<file path="config.mk">
export PLATFORM = sky130hd
export DESIGN_NAME = link_chain_bandwidth_admission_flat
export DESIGN_NICKNAME = d
export VERILOG_FILES = /design/src/hdl/lcba_pkg.sv /design/src/hdl/lcba_cmd_if.sv /design/src/hdl/lcba_res_if.sv /design/src/hdl/lcba_ram.sv /design/src/hdl/lcba_alu.sv /design/src/hdl/link_chain_bandwidth_admission.sv /design/src/flat_wrapper.sv
export SDC_FILE = /design/constraint.sdc
export NUM_CORES = 1
export LEC_CHECK = 0
export BUFFER_PORTS_ARGS = -buffer_cell sky130_fd_sc_hd__buf_2
export CAP_MARGIN = 20
export CORE_MARGIN = 2
export CORE_UTILIZATION = 35
export DETAILED_ROUTE_END_ITERATION = 16
export GPL_TIMING_DRIVEN = 0
export SYNTH_ARGS = -nofsm -noshare
export SYNTH_HDL_FRONTEND = slang
export SYNTH_SLANG_ARGS = --single-unit
export TNS_END_PERCENT = 20
</file>
<file path="constraint.sdc">
create_clock -name clk -period 8.2 [get_ports clk]
set_input_delay 0.41 -clock clk [delete_from_list [all_inputs] [get_ports clk]]
set_output_delay 0.41 -clock clk [all_outputs]
set_load 0.02 [all_outputs]
</file>
<file path="src/hdl/lcba_pkg.sv">
// Shared widths, codes and defaults for the link-chain bandwidth admission block.
`default_nettype none

package lcba_pkg;

    // Defaults for the top-level parameters.
    localparam int LINKS_DEF    = 64;
    localparam int BW_WIDTH_DEF = 16;

    // Fixed field widths of the channels and the configuration port.
    localparam int CNT_W  = 7;
    localparam int IDX_W  = 6;
    localparam int AMT_W  = 16;
    localparam int NODE_W = 7;
    localparam int STAT_W = 2;
    localparam int NECK_W = 16;

    // Link count after reset, before it is clamped to the store size.
    localparam int LINK_COUNT_RST = 64;

    // Operation codes of a request.
    localparam logic OP_LOAD = 1'b0;
    localparam logic OP_XFER = 1'b1;

    // Result status codes.
    typedef enum logic [STAT_W-1:0] {
        ST_OK        = 2'd0,
        ST_REFUSED   = 2'd1,
        ST_BAD_INDEX = 2'd2
    } status_t;

endpackage

`default_nettype wire

</file>
<file path="src/hdl/lcba_cmd_if.sv">
// Request channel: valid/ready handshake with the load or transfer payload.
`default_nettype none

interface lcba_cmd_if import lcba_pkg::*; ();

    logic              valid;
    logic              ready;
    logic              op;
    logic [IDX_W-1:0]  link_index;
    logic [AMT_W-1:0]  amount;
    logic [NODE_W-1:0] first_node;
    logic [NODE_W-1:0] last_node;

    modport source (
        output valid, op, link_index, amount, first_node, last_node,
        input  ready
    );

    modport sink (
        input  valid, op, link_index, amount, first_node, last_node,
        output ready
    );

endinterface

`default_nettype wire

</file>
<file path="src/hdl/lcba_res_if.sv">
// Result channel: valid/ready handshake with status and bottleneck.
`default_nettype none

interface lcba_res_if import lcba_pkg::*; ();

    logic              valid;
    logic              ready;
    logic [STAT_W-1:0] status;
    logic [NECK_W-1:0] bottleneck;

    modport source (
        output valid, status, bottleneck,
        input  ready
    );

    modport sink (
        input  valid, status, bottleneck,
        output ready
    );

endinterface

`default_nettype wire

</file>
<file path="src/hdl/lcba_ram.sv">
// Generic single-clock RAM with one write port and one registered read port.
`default_nettype none

module lcba_ram #(
    parameter int WIDTH = 16,
    parameter int DEPTH = 64
) (
    input  wire logic                                         clk,
    input  wire logic                                         wr_en,
    input  wire logic [((DEPTH > 1) ? $clog2(DEPTH) : 1)-1:0] wr_addr,
    input  wire logic [WIDTH-1:0]                             wr_data,
    input  wire logic                                         rd_en,
    input  wire logic [((DEPTH > 1) ? $clog2(DEPTH) : 1)-1:0] rd_addr,
    output logic      [WIDTH-1:0]                             rd_data
);

    logic [WIDTH-1:0] mem [DEPTH];

    // Write port.
    always_ff @(posedge clk)
    begin
        if (wr_en)
        begin
            mem[wr_addr] <= wr_data;
        end
    end

    // Registered read port.
    always_ff @(posedge clk)
    begin
        if (rd_en)
        begin
            rd_data <= mem[rd_addr];
        end
    end

endmodule

`default_nettype wire

</file>
<file path="src/hdl/lcba_alu.sv">
// Shared subtractor: difference and borrow, used for compares and updates.
`default_nettype none

module lcba_alu #(
    parameter int WIDTH = 16
) (
    input  wire logic [WIDTH-1:0] a,
    input  wire logic [WIDTH-1:0] b,
    output logic      [WIDTH-1:0] diff,
    output logic                  borrow
);

    logic [WIDTH:0] full_diff;

    // One wide subtract; the borrow says a is below b.
    always_comb
    begin
        full_diff = {1'b0, a} - {1'b0, b};
        diff      = full_diff[WIDTH-1:0];
        borrow    = full_diff[WIDTH];
    end

endmodule

`default_nettype wire

</file>
<file path="src/hdl/link_chain_bandwidth_admission.sv">
// Top level: link bandwidth store, scan/update sequencer and result register.
//
//   Port       Dir   Kind        Content
//   cmd        in    valid/ready op, link_index, amount, first_node, last_node
//   res        out   valid/ready status, bottleneck
//   cfg_wr_*   in    write only  link_count (7 bits)
//
// A load, a request with a bad node and a request with equal nodes finish in
// the cycle they are taken. A request over L links is scanned for its minimum,
// decided on and, when granted, updated link by link; the single RAM read port
// and the shared subtractor make the scan and the update serial.
// Reset clears control state and sets link_count to min(64, LINKS); the link
// store is not cleared. A stalled result only blocks the next request.
`default_nettype none

module link_chain_bandwidth_admission import lcba_pkg::*; #(
    parameter int LINKS    = LINKS_DEF,
    parameter int BW_WIDTH = BW_WIDTH_DEF
) (
    input  wire logic             clk,
    input  wire logic             rst_n,
    lcba_cmd_if.sink              cmd,
    lcba_res_if.source            res,
    input  wire logic             cfg_wr_en,
    input  wire logic [CNT_W-1:0] cfg_wr_data
);

    localparam int AW = (LINKS > 1) ? $clog2(LINKS) : 1;
    localparam int OW = (BW_WIDTH > AMT_W) ? BW_WIDTH : AMT_W;
    localparam logic [CNT_W-1:0] COUNT_RST =
        CNT_W'((LINK_COUNT_RST > LINKS) ? LINKS : LINK_COUNT_RST);

    typedef enum logic [5:0] {
        S_IDLE     = 6'b000001,
        S_SCAN     = 6'b000010,
        S_SCAN_END = 6'b000100,
        S_DECIDE   = 6'b001000,
        S_UPD      = 6'b010000,
        S_UPD_END  = 6'b100000
    } state_t;

    state_t               state_reg,  state_next;
    logic [CNT_W-1:0]     link_count_reg;
    logic [AMT_W-1:0]     amount_reg, amount_next;
    logic [BW_WIDTH-1:0]  neck_reg,   neck_next;
    logic [AW-1:0]        ptr_reg,    ptr_next;
    logic [AW-1:0]        first_reg,  first_next;
    logic [AW-1:0]        last_reg,   last_next;
    logic [AW-1:0]        wptr_reg,   wptr_next;
    logic                 rd_pend_reg, rd_pend_next;
    logic                 res_valid_reg, res_valid_next;
    status_t              res_status_reg, res_status_next;
    logic [NECK_W-1:0]    res_neck_reg,   res_neck_next;
    logic                 res_set;

    logic [CNT_W-1:0]     n_eff;
    logic [CNT_W:0]       n_plus1;
    logic                 accept;
    logic                 load_ok;
    logic                 node_bad;
    logic                 range_empty;
    logic [NODE_W-1:0]    lo_node, hi_node;
    logic [NODE_W-1:0]    first_link, last_link;

    logic                 ram_wr_en;
    logic [AW-1:0]        ram_wr_addr;
    logic [BW_WIDTH-1:0]  ram_wr_data;
    logic                 ram_rd_en;
    logic [AW-1:0]        ram_rd_addr;
    logic [BW_WIDTH-1:0]  ram_rd_data;

    logic [OW-1:0]        alu_a, alu_b, alu_diff;
    logic                 alu_borrow;

    // Link bandwidth store.
    lcba_ram #(
        .WIDTH (BW_WIDTH),
        .DEPTH (LINKS)
    ) u_ram (
        .clk     (clk),
        .wr_en   (ram_wr_en),
        .wr_addr (ram_wr_addr),
        .wr_data (ram_wr_data),
        .rd_en   (ram_rd_en),
        .rd_addr (ram_rd_addr),
        .rd_data (ram_rd_data)
    );

    // Shared subtractor for minimum search, grant decision and update.
    lcba_alu #(
        .WIDTH (OW)
    ) u_alu (
        .a      (alu_a),
        .b      (alu_b),
        .diff   (alu_diff),
        .borrow (alu_borrow)
    );

    // Configuration register.
    always_ff @(posedge clk or negedge rst_n)
    begin
        if (!rst_n)
        begin
            link_count_reg <= COUNT_RST;
        end
        else if (cfg_wr_en)
        begin
            link_count_reg <= cfg_wr_data;
        end
    end

    // Decode of the incoming request against the effective link count.
    always_comb
    begin
        n_eff       = (32'(link_count_reg) > LINKS) ? CNT_W'(LINKS) : link_count_reg;
        n_plus1     = {1'b0, n_eff} + (CNT_W+1)'(1);
        load_ok     = {1'b0, cmd.link_index} < n_eff;
        node_bad    = (cmd.first_node == '0) || (cmd.last_node == '0) ||
                      ({1'b0, cmd.first_node} > n_plus1) ||
                      ({1'b0, cmd.last_node} > n_plus1);
        range_empty = (cmd.first_node == cmd.last_node);
        lo_node     = (cmd.first_node < cmd.last_node) ? cmd.first_node : cmd.last_node;
        hi_node     = (cmd.first_node < cmd.last_node) ? cmd.last_node : cmd.first_node;
        first_link  = lo_node - NODE_W'(1);
        last_link   = hi_node - NODE_W'(2);
    end

    assign cmd.ready = (state_reg == S_IDLE) && (!res_valid_reg || res.ready);
    assign accept    = cmd.valid && cmd.ready;

    // Operand selection for the shared subtractor.
    always_comb
    begin
        case (state_reg)
            S_SCAN, S_SCAN_END:
            begin
                alu_a = OW'(ram_rd_data);
                alu_b = OW'(neck_reg);
            end
            S_DECIDE:
            begin
                alu_a = OW'(neck_reg);
                alu_b = OW'(amount_reg);
            end
            default:
            begin
                alu_a = OW'(ram_rd_data);
                alu_b = OW'(amount_reg);
            end
        endcase
    end

    // Sequencer: scan for the minimum, decide, then write back the reduced links.
    always_comb
    begin
        state_next      = state_reg;
        amount_next     = amount_reg;
        neck_next       = neck_reg;
        ptr_next        = ptr_reg;
        first_next      = first_reg;
        last_next       = last_reg;
        wptr_next       = wptr_reg;
        rd_pend_next    = 1'b0;
        res_set         = 1'b0;
        res_status_next = res_status_reg;
        res_neck_next   = res_neck_reg;
        ram_wr_en       = 1'b0;
        ram_wr_addr     = wptr_reg;
        ram_wr_data     = BW_WIDTH'(alu_diff);
        ram_rd_en       = 1'b0;
        ram_rd_addr     = ptr_reg;

        case (state_reg)
            S_IDLE:
            begin
                if (accept)
                begin
                    if (cmd.op == OP_LOAD)
                    begin
                        res_set         = 1'b1;
                        res_neck_next   = '0;
                        res_status_next = load_ok ? ST_OK : ST_BAD_INDEX;
                        ram_wr_en       = load_ok;
                        ram_wr_addr     = AW'(cmd.link_index);
                        ram_wr_data     = BW_WIDTH'(cmd.amount);
                    end
                    else if (node_bad)
                    begin
                        res_set         = 1'b1;
                        res_neck_next   = '0;
                        res_status_next = ST_BAD_INDEX;
                    end
                    else if (range_empty)
                    begin
                        res_set         = 1'b1;
                        res_neck_next   = NECK_W'({BW_WIDTH{1'b1}});
                        res_status_next = ST_OK;
                    end
                    else
                    begin
                        amount_next = cmd.amount;
                        neck_next   = '1;
                        ptr_next    = AW'(first_link);
                        first_next  = AW'(first_link);
                        last_next   = AW'(last_link);
                        state_next  = S_SCAN;
                    end
                end
            end

            S_SCAN:
            begin
                ram_rd_en    = 1'b1;
                rd_pend_next = 1'b1;
                if (rd_pend_reg && alu_borrow)
                begin
                    neck_next = ram_rd_data;
                end
                if (ptr_reg == last_reg)
                begin
                    state_next = S_SCAN_END;
                end
                else
                begin
                    ptr_next = ptr_reg + AW'(1);
                end
            end

            S_SCAN_END:
            begin
                if (alu_borrow)
                begin
                    neck_next = ram_rd_data;
                end
                state_next = S_DECIDE;
            end

            S_DECIDE:
            begin
                if (alu_borrow)
                begin
                    res_set         = 1'b1;
                    res_status_next = ST_REFUSED;
                    res_neck_next   = NECK_W'(neck_reg);
                    state_next      = S_IDLE;
                end
                else
                begin
                    ptr_next   = first_reg;
                    state_next = S_UPD;
                end
            end

            S_UPD:
            begin
                ram_rd_en    = 1'b1;
                rd_pend_next = 1'b1;
                wptr_next    = ptr_reg;
                ram_wr_en    = rd_pend_reg;
                if (ptr_reg == last_reg)
                begin
                    state_next = S_UPD_END;
                end
                else
                begin
                    ptr_next = ptr_reg + AW'(1);
                end
            end

            S_UPD_END:
            begin
                ram_wr_en       = 1'b1;
                res_set         = 1'b1;
                res_status_next = ST_OK;
                res_neck_next   = NECK_W'(neck_reg);
                state_next      = S_IDLE;
            end

            default:
            begin
                state_next = S_IDLE;
            end
        endcase
    end

    // Result register: loaded on completion, cleared when taken.
    always_comb
    begin
        if (res_set)
        begin
            res_valid_next = 1'b1;
        end
        else if (res.ready)
        begin
            res_valid_next = 1'b0;
        end
        else
        begin
            res_valid_next = res_valid_reg;
        end
    end

    // Control state.
    always_ff @(posedge clk or negedge rst_n)
    begin
        if (!rst_n)
        begin
            state_reg     <= S_IDLE;
            rd_pend_reg   <= 1'b0;
            res_valid_reg <= 1'b0;
        end
        else
        begin
            state_reg     <= state_next;
            rd_pend_reg   <= rd_pend_next;
            res_valid_reg <= res_valid_next;
        end
    end

    // Datapath registers.
    always_ff @(posedge clk)
    begin
        amount_reg     <= amount_next;
        neck_reg       <= neck_next;
        ptr_reg        <= ptr_next;
        first_reg      <= first_next;
        last_reg       <= last_next;
        wptr_reg       <= wptr_next;
        res_status_reg <= res_status_next;
        res_neck_reg   <= res_neck_next;
    end

    assign res.valid      = res_valid_reg;
    assign res.status     = res_status_reg;
    assign res.bottleneck = res_neck_reg;

    // A store write outside the update states comes only from an accepted load.
    assert property (@(posedge clk) disable iff (!rst_n)
        (ram_wr_en && (state_reg == S_IDLE)) |-> (accept && (cmd.op == OP_LOAD)))
        else $error("link store written without a load or an update");

    // The update only runs when the bottleneck covers the workload.
    assert property (@(posedge clk) disable iff (!rst_n)
        ((state_reg == S_UPD) || (state_reg == S_UPD_END)) |->
        (32'(neck_reg) >= 32'(amount_reg)))
        else $error("update running on a refused request");

    // The scan pointer never passes the last link of the range.
    assert property (@(posedge clk) disable iff (!rst_n)
        ((state_reg == S_SCAN) || (state_reg == S_UPD)) |-> (ptr_reg <= last_reg))
        else $error("scan pointer beyond the end of the range");

    // A finished request always leaves a result waiting.
    assert property (@(posedge clk) disable iff (!rst_n)
        ((state_reg == S_UPD_END) || (state_reg == S_DECIDE && alu_borrow)) |=>
        res_valid_reg)
        else $error("request finished without a result");

endmodule

`default_nettype wire

</file>
<file path="src/flat_wrapper.sv">
// flat-port wrapper written by rule: the top's interface ports become plain ports
module link_chain_bandwidth_admission_flat import lcba_pkg::*;
#(
    parameter int LINKS    = LINKS_DEF,
    parameter int BW_WIDTH = BW_WIDTH_DEF
)
  (clk, rst_n, cfg_wr_en, cfg_wr_data, cmd_valid, cmd_op, cmd_link_index, cmd_amount, cmd_first_node, cmd_last_node, cmd_ready, res_valid, res_status, res_bottleneck, res_ready);
  lcba_cmd_if cmd_i ();
  lcba_res_if res_i ();
  input  wire logic clk;
  input  wire logic rst_n;
  input  wire logic cfg_wr_en;
  input  wire logic [CNT_W-1:0] cfg_wr_data;
  input wire logic [$bits(cmd_i.valid)-1:0] cmd_valid;
  input wire logic [$bits(cmd_i.op)-1:0] cmd_op;
  input wire logic [$bits(cmd_i.link_index)-1:0] cmd_link_index;
  input wire logic [$bits(cmd_i.amount)-1:0] cmd_amount;
  input wire logic [$bits(cmd_i.first_node)-1:0] cmd_first_node;
  input wire logic [$bits(cmd_i.last_node)-1:0] cmd_last_node;
  output wire logic [$bits(cmd_i.ready)-1:0] cmd_ready;
  output wire logic [$bits(res_i.valid)-1:0] res_valid;
  output wire logic [$bits(res_i.status)-1:0] res_status;
  output wire logic [$bits(res_i.bottleneck)-1:0] res_bottleneck;
  input wire logic [$bits(res_i.ready)-1:0] res_ready;
  assign cmd_i.valid = cmd_valid;
  assign cmd_i.op = cmd_op;
  assign cmd_i.link_index = cmd_link_index;
  assign cmd_i.amount = cmd_amount;
  assign cmd_i.first_node = cmd_first_node;
  assign cmd_i.last_node = cmd_last_node;
  assign cmd_ready = cmd_i.ready;
  assign res_valid = res_i.valid;
  assign res_status = res_i.status;
  assign res_bottleneck = res_i.bottleneck;
  assign res_i.ready = res_ready;
  link_chain_bandwidth_admission #(.LINKS(LINKS), .BW_WIDTH(BW_WIDTH)) u_core (.clk(clk), .rst_n(rst_n), .cmd(cmd_i), .res(res_i), .cfg_wr_en(cfg_wr_en), .cfg_wr_data(cfg_wr_data));
endmodule
</file>
; ---- Yosys cells after proc, flatten, opt, wreduce, memory -nomap -nowiden
; Memories as Yosys holds them, arrays and structs flattened. A register that Yosys moved wholly into a read port is not among the register bits.
; Cells that the tools add are included.
[totals]
elab_cells = 126
register_bits = 89
inputBits = 49
memories = 1
output_inout_bits = 20
ramBits = 1024
romBits = 0
latch_bits = 0
[classes]
reduce_logical = 21
shifts = 0
muxes = 60
magnitude_cmp = 5
div = 0
n_mul = 0
addsub = 5
n_eq_ne = 20
n_bitwise = 2
[mem_list]
columns = name, depth, word_bits, read_ports, rd_ports_with_merged_regs, wr, line
row1 = u_core.u_ram.mem, 64, 16, 1, 1, 1, lcba_ram.sv:17  ; logic [WIDTH-1:0] mem [DEPTH];
[op_table]
columns = cell, n
row1 = $mux 16, 16
row2 = $mux 6, 17
row3 = $pmux 16 s3, 2
row4 = $pmux 6 s5, 1
row5 = $pmux 6 s3, 1
row6 = $sub 16x16->17, 1
row7 = $gt 7x8->1, 2
row8 = $logic_not 7->1, 2
row9 = $ne 2x2->1 const B, 7
row10 = $reduce_and 7->1, 2
row11 = $mux 1, 12
row12 = $mux 2, 6
row13 = $reduce_bool 3->1, 3
row14 = $add 7x1->8 const B, 1
row15 = $ne 2x1->1 const B, 4
row16 = $eq 7x7->1, 1
row17 = $gt 7x7->1 const B, 1
row18 = $lt 6x7->1, 1
row19 = $lt 7x7->1, 1
row20 = $mux 7, 1
row21 = $add 6x1->6 const B, 1
row22 = $eq 6x1->1 const B, 1
row23 = $eq 6x2->1 const B, 1
row24 = $eq 6x3->1 const B, 1
row25 = other kinds (19), 27

; ---- Depth between registers and ports, before layout
[depth]
ltp_word = 11
mapped_depth = 17
depth_no_buf = 15

; ---- Modules after synthesis
; A second synthesis with hierarchy kept.
[hier_totals]
hier_cells = 2436
hier_area_um2 = 46474.6
[modules_own_cells]
columns = module, area_per_inst_um2, n_inst, seq_area_each_um2, cells_each
row1 = lcba_ram, 40202.3, 1, 31230.0, 1829
row2 = link_chain_bandwidth_admission, 5355.1, 1, 2600.0, 475
row3 = lcba_alu, 917.1, 1, 0.0, 132

; ---- Worst setup path after synthesis
; No wires, ideal clock.
[synth_timing]
path_type = register -> register
start = reg u_core.state_reg[0]
end = mem u_core.u_ram.mem[0][14] (data pin)
required_ns = 7.498
path_stages_with_launch = 16
synth_period_minus_slack_ns = 6.507
setup_slack_ns = 1.693
arrival_ns = 5.806
cell_sequence = dfstp_2 > clkbuf_1 > nor3_1 > nand3_2 > clkinv_1 > clkbuf_1 > mux2i_1 > ha_1 > fa_1 > nand2b_1 > a21oi_1 > o41ai_1 > o21ai_0 > o22ai_1 > xor2_1 > o21ai_0
[synth_between]
elab_chain_cells = 7
elab_cells_between_ends = 13
cone_classes = 1 x add/sub / 4 x eq/ne / 5 x mux / 3 x reduce/logical
[synth_lines]
columns = item, line
row1 = from (decl), link_chain_bandwidth_admission.sv:42  ; state_t state_reg, state_next;
row2 = from (signal assigned), link_chain_bandwidth_admission.sv:314  ; state_reg <= state_next;
row3 = $eq 6x2->1 / $eq 6x3->1 (equally long branches), link_chain_bandwidth_admission.sv:134  ; case (state_reg)
row4 = $reduce_or 2->1, link_chain_bandwidth_admission.sv:134
row5 = $mux 16, link_chain_bandwidth_admission.sv:134
row6 = $sub 16x16->17, lcba_alu.sv:18  ; full_diff = {1'b0, a} - {1'b0, b};
row7 = $mux 16, link_chain_bandwidth_admission.sv:178  ; if (cmd.op == OP_LOAD)
row8 = $mux 16, link_chain_bandwidth_admission.sv:176  ; if (accept)
row9 = $mux 16 (*), link_chain_bandwidth_admission.sv:173  ; case (state_reg)
row10 = net u_core.ram_wr_data[14], link_chain_bandwidth_admission.sv:67  ; logic [BW_WIDTH-1:0] ram_wr_data;
row11 = to (decl), lcba_ram.sv:17
; Mark *: on every way through the listed nets, which the timed path passes. The rest lies on a longest branch.

; ---- Final worst setup path
[layout_timing]
start = reg u_core.state_reg[1]
end = reg u_core.neck_reg[10], enable pin
[layout_between]
elab_chain_cells = 7
elab_cells_between_ends = 19
cone_classes = 1 x add/sub / 10 x eq/ne / 2 x mux / 6 x reduce/logical
[layout_lines]
columns = item, line
row1 = $eq 6x2->1 / $eq 6x3->1 (equally long branches), "link_chain_bandwidth_admission.sv:134, link_chain_bandwidth_admission.sv:173"
row2 = $reduce_or 2->1, link_chain_bandwidth_admission.sv:134
row3 = $mux 16, link_chain_bandwidth_admission.sv:134
row4 = $sub 16x16->17, lcba_alu.sv:18
row5 = $logic_and 1x1->1, link_chain_bandwidth_admission.sv:215  ; if (rd_pend_reg && alu_borrow)
row6 = $ne 2x1->1 (no source line), n/a
row7 = $reduce_and 7->1 (no source line) (*), n/a
row8 = to (signal assigned), link_chain_bandwidth_admission.sv:324  ; neck_reg <= neck_next;
row9 = to (decl), link_chain_bandwidth_admission.sv:45  ; logic [BW_WIDTH-1:0] neck_reg, neck_next;
; Every way passes the cells marked *; elsewhere a longest branch is shown, timed or not.
; A chain may end at the register's enable or synchronous reset.

==> reports/summary.log <==
qor: hold_path.worstHoldPathCells 3
qor: logic_synthesis.avgSynthCellArea 17.5 um2
qor: worst_setup_path.reg2reg_slack 2.44 ns
qor: sta.post_route_fraction_of_the_period_consumed_by_the_critical_path 70.2%
qor: logic_synthesis.synthesis.nets 2733
qor: sta.clock_skew 0.0300 ns
qor: final_layout.max_flop_register u_core.u_ram.mem
qor: cts.cts-root-to-sink-buffers 3
qor: sta.hold_viol_final 0
qor: global_routing.groute.usage.overall 17.7%
qor: cts.cts.reportedPaths.clkPinSlew 0.07 ns
qor: global_routing.wire_length_of_the_first_global_routing_pass 174 mm
qor: logic_synthesis.synth_xor_area_share 0.799%
qor: placed_design.finalWeightedCongestion 0.860
qor: logic_synthesis.yosys_warnings 0
qor: detailed_routing.drt_pass1_iterations 5
qor: cts.worst_skew_pair.late_latency 0.71 ns
qor: detailed_routing.vias 25100
qor: placed_design.port_buffers 67
qor: final_layout.final_util 41.2%
qor: floorplan.floorplan.rows 133
qor: sta.maxSlewViolCount 0
qor: sta.timing.fmax 174 MHz
qor: global_routing.grt_remaining_overflow 0
qor: cts.cts.sink_count 1129
qor: detailed_routing.first_iter_violations 2740
qor: final_layout.largest_register_ffs 1024
qor: worst_setup_path.cp_data_required_time 8.59 ns
qor: worst_setup_path.arrival 6.14 ns
qor: floorplan.floorplan.die_area 135000 um2
qor: pwr.power.density_cell_area 323 nW/um2
qor: pwr.ir_worst_vdd 0.000198 V
qor: run.maxCapViolCount 0
qor: cts.tritoncts.num_buffers 111
qor: sta.worst_hold_slack 0.0809 ns
qor: cts.post_cts_resized 0
qor: placed_design.place.detailed.hpwl 86.6 mm
qor: final_layout.layout-area-overhead-vs-synth 17.2%
qor: logic_synthesis.yosys.area.top_type sky130_fd_sc_hd__edfxtp_1
qor: sta.tightest_slew 1.15 ns
qor: cts.ctsRootBufferMaster sky130_fd_sc_hd__clkbuf_16
qor: floorplan.boundaryPins 69
qor: global_routing.largest_net_degree_at_the_start_of_global_routing 38
qor: worst_setup_path.worstReg2RegEnd u_core.neck_reg[10]
qor: sta.min_period 5.76 ns
qor: final_layout.top_library_cells_by_usage_in_the_layout_fill_and_taps_aside 1114 x sky130_fd_sc_hd__edfxtp_1, 221 x sky130_fd_sc_hd__mux2i_1, 196 x sky130_fd_sc_hd__nand2_1
qor: sta.setup_repair_after_global_routing_missed_its_margin false
qor: detailed_routing.antenna_left 0
qor: logic_synthesis.synth_ff_type sky130_fd_sc_hd__edfxtp_1
qor: logic_synthesis.asyncSetResetFlopFracSynth 1.33%
qor: hold_path.min_from cmd_last_node[0]
qor: logic_synthesis.synth_cell_type_count 63
qor: logic_synthesis.synth_simple_gate_area_share 3.89%
qor: floorplan.placeable_core_region 131000 um2
qor: worst_setup_path.crit_fanout 11
qor: logic_synthesis.synth_compound_gate_area_share 5.57%
qor: floorplan.dieWidth 367 um
qor: worst_setup_path.worst_setup_path_end_kind register
qor: worst_setup_path.timing.rr.start u_core.state_reg[1]
qor: global_routing.grt_antenna_before_repair 3
qor: sta.setup_viol 0
qor: final_layout.nNetsFinal 3017
qor: floorplan.die_h 367 um
qor: pwr.power_leakage 17.8 nW
qor: cts.htree_num_levels 3
qor: detailed_routing.via_per_inst 5.26
qor: hold_path.holdCritPathClass input pin to register
qor: detailed_routing.drt_wl_total 121 mm
qor: final_layout.drive_gt1_share 21.5%
qor: hold_path.worst_hold_path.endpoint u_core.last_reg[0]
qor: worst_setup_path.timing.reg2reg.worst_path_depth 17
qor: logic_synthesis.post_synth_main_area_contributors sky130_fd_sc_hd__edfxtp_1 73%, sky130_fd_sc_hd__mux4_2 7.0%, sky130_fd_sc_hd__mux2i_1 4.8%
qor: logic_synthesis.netlist_instances 2639
qor: logic_synthesis.muxShareOfSynthArea 13.7%
qor: logic_synthesis.synth.ff_latch_count 1129
qor: final_layout.layout.cells.most_common sky130_fd_sc_hd__edfxtp_1
qor: sta.timing.max_slew.rel_slack 23.4%
qor: detailed_routing.detail_routed_net_length_per_standard_cell 25.3 um
qor: logic_synthesis.synth_top_family_by_area multiplexers
qor: worst_setup_path.crit_type register to register
qor: logic_synthesis.synth_edf_count 1114
qor: logic_synthesis.synthesis.area 46100 um2
qor: logic_synthesis.synth_adder_area_share 1.24%
qor: status.run_status finished clean
qor: logic_synthesis.synth_seq_area_share 73.4%
qor: floorplan.floorplan.initialDensity 35.1%
qor: cts.tritoncts done
qor: logic_synthesis.synth.top_cell.area_share 72.6%
qor: sta.final.setup.tns 0 ns
qor: global_routing.via_count_of_the_first_global_routing_pass 25000
qor: worst_setup_path.critPathLaunchType register
qor: cts.cts_setup_buffers 0
qor: detailed_routing.drcViolationCount 0
per-stage QoR:
step	instances	setup WS [ns]	instance area [um2]	power, mW
floorplan	2639	1.69	46100	10.2
global placement	4461	-3.55	48600	12.4
detailed placement	4540	2.37	50200	12.5
CTS	4770	2.37	54000	17.5
global route	4772	1.95	54000	18.0
finish	4772	2.44	54000	17.4
metal layers:
metal	up-vias	global-route usage, %	part of all wire [%]
met2	963	28.7	47
met3	154	2.68	6.7
met5	-	0	0
met1	12900	24.2	43
li1	11100	-	-
met4	0	6.42	3.4
area by class of cell:
class | count | area (um2)
timing repair buffer | 171 | 1890
clock buffer | 145 | 2990
inverter | 28 | 105
tap | 1755 | 2200
multi-input combinational | 1346 | 11900
clock inverter | 61 | 548
antenna | 1 | 2.50
fill | 11700 | 77100
buffer | 136 | 548
sequential | 1129 | 33800
cells in the mapped netlist (7+ instances only):
cell,n
sky130_fd_sc_hd__o221ai_1,64
sky130_fd_sc_hd__xnor2_1,24
sky130_fd_sc_hd__inv_1,27
sky130_fd_sc_hd__buf_1,27
sky130_fd_sc_hd__dfrtp_1,13
sky130_fd_sc_hd__o22ai_1,66
sky130_fd_sc_hd__nand3b_1,7
sky130_fd_sc_hd__nand3_1,15
sky130_fd_sc_hd__nand2b_1,14
sky130_fd_sc_hd__mux2i_1,221
sky130_fd_sc_hd__buf_2,24
sky130_fd_sc_hd__nand2_1,196
sky130_fd_sc_hd__o21ai_0,107
sky130_fd_sc_hd__a21oi_1,150
sky130_fd_sc_hd__mux4_2,144
sky130_fd_sc_hd__clkbuf_1,84
sky130_fd_sc_hd__xor2_1,18
sky130_fd_sc_hd__or2_2,22
sky130_fd_sc_hd__mux2_2,74
sky130_fd_sc_hd__nor2_1,94
sky130_fd_sc_hd__nor3_1,12
sky130_fd_sc_hd__edfxtp_1,1114
sky130_fd_sc_hd__ha_1,44
timing repair:
action | in CTS | in global routing
setup endpoints to repair | 0 | 0
hold endpoints to repair | 38 | 0
hold buffers | 24 | 0
critical path, stage by stage, from the launching register on:
cell                       delay, ns
sky130_fd_sc_hd__dfrtp_1        0.37
sky130_fd_sc_hd__clkbuf_1       0.21
sky130_fd_sc_hd__nor3_1         0.31
sky130_fd_sc_hd__nand3_2        0.28
sky130_fd_sc_hd__clkinv_1       0.27
sky130_fd_sc_hd__clkbuf_1       0.45
sky130_fd_sc_hd__mux2i_1        0.25
sky130_fd_sc_hd__ha_1           0.22
sky130_fd_sc_hd__fa_1           0.22
sky130_fd_sc_hd__nand2b_1       0.15
sky130_fd_sc_hd__a21oi_1        0.14
sky130_fd_sc_hd__o41ai_1        0.59
sky130_fd_sc_hd__o21ai_0        0.31
sky130_fd_sc_hd__o22ai_1        0.26
sky130_fd_sc_hd__o21ai_0        0.28
sky130_fd_sc_hd__or2_2          0.35
sky130_fd_sc_hd__a21oi_1        0.48
sky130_fd_sc_hd__buf_4          0.30
logic make-up (layout without fill, tap and decap cells):
logic type | count (synthesis) | in the layout
DFF | 1129 | 1129
muxes | 439 | 439
AOI/OAI and AO/OA | 422 | 422
and+or+nand+nor | 398 | 398
buffers and inverters | 164 | 541
adders and majority gates | 45 | 45
xor gates and xnor gates | 42 | 42
other | 0 | 1
worst max-delay path by stage:
| stage | startpoint | endpoint | slack [ns] |
|---|---|---|---|
| 6_report | u_core.state_reg[1] | u_core.neck_reg[10] | 2.44 |
| 4_1_cts | u_core.state_reg[0] | u_core.neck_reg[10] | 2.37 |
| 5_1_grt | u_core.state_reg[2] | u_core.neck_reg[10] | 1.95 |
| 3_3_place_gp | u_core.state_reg[0] | u_core.u_ram.mem[58][8] | -3.55 |
| 2_1_floorplan | u_core.state_reg[0] | u_core.u_ram.mem[0][14] | 1.69 |
| 3_5_place_dp | u_core.state_reg[0] | u_core.neck_reg[10] | 2.37 |
where the power goes:
group	total [mW]	switching [mW]	internal (mW)
registers	7.15	0.0397	7.11
clock network	4.98	2.16	2.82
logic	5.31	3.57	1.74
(Power assumes the default switching activity.)
